**src/rtl/core/pta_merge.sv**
```systemverilog
// ----------------------------------------------------------------------------
// pta_merge: combines the three lane results into one RGB565 word
// Keeps the top 5/6/5 bits of each channel and holds them in the output
// register.
// ----------------------------------------------------------------------------
module pta_merge (
  input  logic        clk,
  input  logic        en,
  input  logic [7:0]  red,
  input  logic [7:0]  green,
  input  logic [7:0]  blue,
  output logic [15:0] pixel
);

  // Pack red 15..11, green 10..5, blue 4..0
  always_ff @(posedge clk) begin
    if (en) pixel <= {red[7:3], green[7:2], blue[7:3]};
  end

endmodule

```
**config.mk**
```make
export PLATFORM = sky130hd
export DESIGN_NAME = pta_merge
export DESIGN_NICKNAME = d
export VERILOG_FILES = /design/src/rtl/core/pta_merge.sv
export SDC_FILE = /design/constraint.sdc
export NUM_CORES = 1
export LEC_CHECK = 0
export CAP_MARGIN = 30
export CORE_AREA = 2 2 39 41
export DETAILED_ROUTE_END_ITERATION = 8
export DIE_AREA = 0 0 41 43
export DONT_BUFFER_PORTS = 1
export SLEW_MARGIN = 25
export SYNTH_ARGS = -nofsm -noshare
export SYNTH_HDL_FRONTEND = slang
export SYNTH_SLANG_ARGS = --single-unit
```
**constraint.sdc**
```tcl
create_clock -name clk -period 0.8 [get_ports clk]
set_clock_uncertainty 0.2 [all_clocks]
set_input_delay 0.08 -clock clk [delete_from_list [all_inputs] [get_ports clk]]
set_output_delay 0.08 -clock clk [all_outputs]
set_load 0.02 [all_outputs]
```
Word level (Yosys, flattened, before mapping)
Cells that the tools add are included.
- output and inout port bits: 16
- flip-flop bits (word level): 16
- bits of input ports: 26

Logic depth before layout (Yosys ltp)
- word-level depth: 0
- gate-level depth with buffers: 0
- mapped depth without buffers: 0

Worst setup path after synthesis
No wires, ideal clock.
- kind: register -> output
- start: reg pixel[0]
- end: out pixel[0]
- stages on the path, launching flop included: 1
- arrival time: 0.449 ns
- setup slack: 0.071 ns
- path through: edfxtp_1
- RTL lines (item ; line ; RTL):
    start, declared ; 12 ; output logic [15:0] pixel
    start signal, assigned ; 17 ; if (en) pixel <= {red[7:3], green[7:2], blue[7:3]};
No word-level cell between the ends.

Worst setup path in the final report
- start: reg pixel[6]
- end: out pixel[6]
No word-level cell between the ends.

==> flow_summary.yaml <==
outcome:
  outcome: "complete, but fails checks"
  violations: "negative hold slack, negative setup slack"
cts:
  cts_tree: "built"
  ctsHoldBuffers: 16
  cts_max_path_buffers: 2
  cts_setup_buffers: 0
  clk_pin_slew_worst_paths_ps: 80
  cts_buffers: 3
  numClockSinks: 16
  h-tree-depth: 1
  ctsRootBufferMaster: "clkbuf_4"
cells_and_area:
  drive_gt1_frac: 0.0833
  largest_reg_flops: 16
  finalInstanceArea_um2: 687
  syn2layout_area_growth_pct: 43.0
  multi_input_cells: 0
  max_flop_register: "pixel"
  final_util: 0.496
  top_regs: "pixel x16"
  layout.cells.non_filler: 52
  nets: 63
  n_antenna_cell: 0
  final.fill_count: 126
  multi_input_area_um2: 0
timing:
  setup_violations: 16
  rsz0062_at_grt: "true"
  whs_ps: -290
  hold_violations: 16
  worst_pin_slew_ps: 234
  max_freq_ghz: 0.943
  slew_viol_final: 0
  fin_ws_ps: -261
  tns_ps: -3870
  period_share: 1.33
  finalCriticalPeriod_ps: 1060
  slew_headroom: 0.844
placed_design:
  place_area_um2: 500
  routabilityCongestion: 0.513
  place_inst: 32
  port_buffers: 0
global_route:
  grt_pass1_wl_um: 1100
  grt_pass1_vias: 240
  grt_max_degree: 17
  grt.total_usage: 0.104
  antenna_found_initial: 0
  grt_overflow: 0
synthesis:
  synth_cell_types: 1
  synth-compound-area-share: 0
  ys_seq_area_frac: 1.00
  syn_area_per_cell_um2: 30.0
  synthesis.nets: 42
  synth-adder-area-share: 0
  synth_mux_area_frac: 0
  syn_area_um2: 480
  yosysWarnings: 0
  synth_seq_cells: 16
  synthXorXnorAreaFrac: 0
  synth_cells: 16
  synth-simple-area-share: 0
power_and_ir_drop:
  power.leakage_nw: 0.239
  seq_power_share: 0.703
  pwr-share-clk: 0.258
  p_total_mw: 1.58
  p_sw_mw: 0.342
  p_per_area_mw_per_mm2: 2290
  combinationalPowerShare: 0.039
  vdd_ir_drop_max_mv: 1.04
  swShare: 0.217
  p_int_mw: 1.23
critical_path:
  cp_max_fo: 1
  arrival_ps: 780
  endpoint_kind: "output port"
  startpoint_type: "register"
  critPathKind: "reg -> out"
  required_ps: 520
routing:
  wl_um: 766
  drt-pass1-iter-count: 2
  num_vias: 224
  avgViaCountPerCell: 4.31
  wl_per_cell_um: 14.7
  drt_iter0_markers: 1
  drcViolationCount: 0
  ant_nets: 0
floorplanning:
  io-pin-count: 42
  die_area_mm2: 0.00176
  die_w_um: 41
  die_y_um: 43
  core_area_mm2: 0.00138
  initial_core_util: 0.347
  rows: 14
run:
  drv_cap: 0
hold_path:
  hold_class: "in -> reg"
[layout by cell type (no fill, tap or decap)]
cell type      instances
clkbuf_4               3
clkinv_1               1
edfxtp_1              16
dlygate4sd3_1         16
[cell type report]
class	count	area (um2)	area share
Sequential cell	16	480	0.699
Timing Repair Buffer	16	160	0.233
Clock buffer	3	22.5	0.0328
Tap cell	16	20.0	0.0291
Clock inverter	1	3.75	0.00546
[power by group through the flow]
stage	clock [mW]	sequential [mW]	combinational (mW)
finish	0.406	1.11	0.0615
global route	0.475	1.12	0.0674
CTS	0.438	1.11	0.0616
detailed placement	0	1.13	0
global placement	0	1.13	0
floorplan	0	1.12	0
[synth_stat cells]
library cell  instances  area (um2)
edfxtp_1             16         480
[logic make-up (layout without fill, tap and decap cells)]
family / Yosys count / in the layout
buffers and inverters: 0 / 20
DFF: 16 / 16
[through the flow]
step,setup WS [ps],hold WS (ps)
final,-261,-290
after global routing,-303,-323
after CTS,-284,-310
after detailed placement,41.6,-21.1
after global placement,52.9,-21.1
after floorplan,70.5,-21.1
[routing by layer]
metal	up-vias	GRT usage	share of wire
met3	0	0.0524	0.077
met2	15	0.153	0.58
li1	105	-	-
met1	104	0.114	0.35
met4	0	0.0600	0
met5	-	0	0
[worst paths after layout]
| kind | startpoint | end | slack [ps] | cells past startpoint |
|---|---|---|---|---|
| worst max-delay path | pixel[6]$_DFFE_PP_ | pixel[6] | -260 | 0 |
| worst min-delay path | en | pixel[0]$_DFFE_PP_ | -290 | 0 |
[what timing repair did]
action | CTS | global route
endpoints found under the hold margin | 32 | 16
cloned | 0 | 0
resized for setup | 0 | 0
setup endpoints to repair | 16 | 16
No activity file was read; power rests on OpenSTA's default activity.
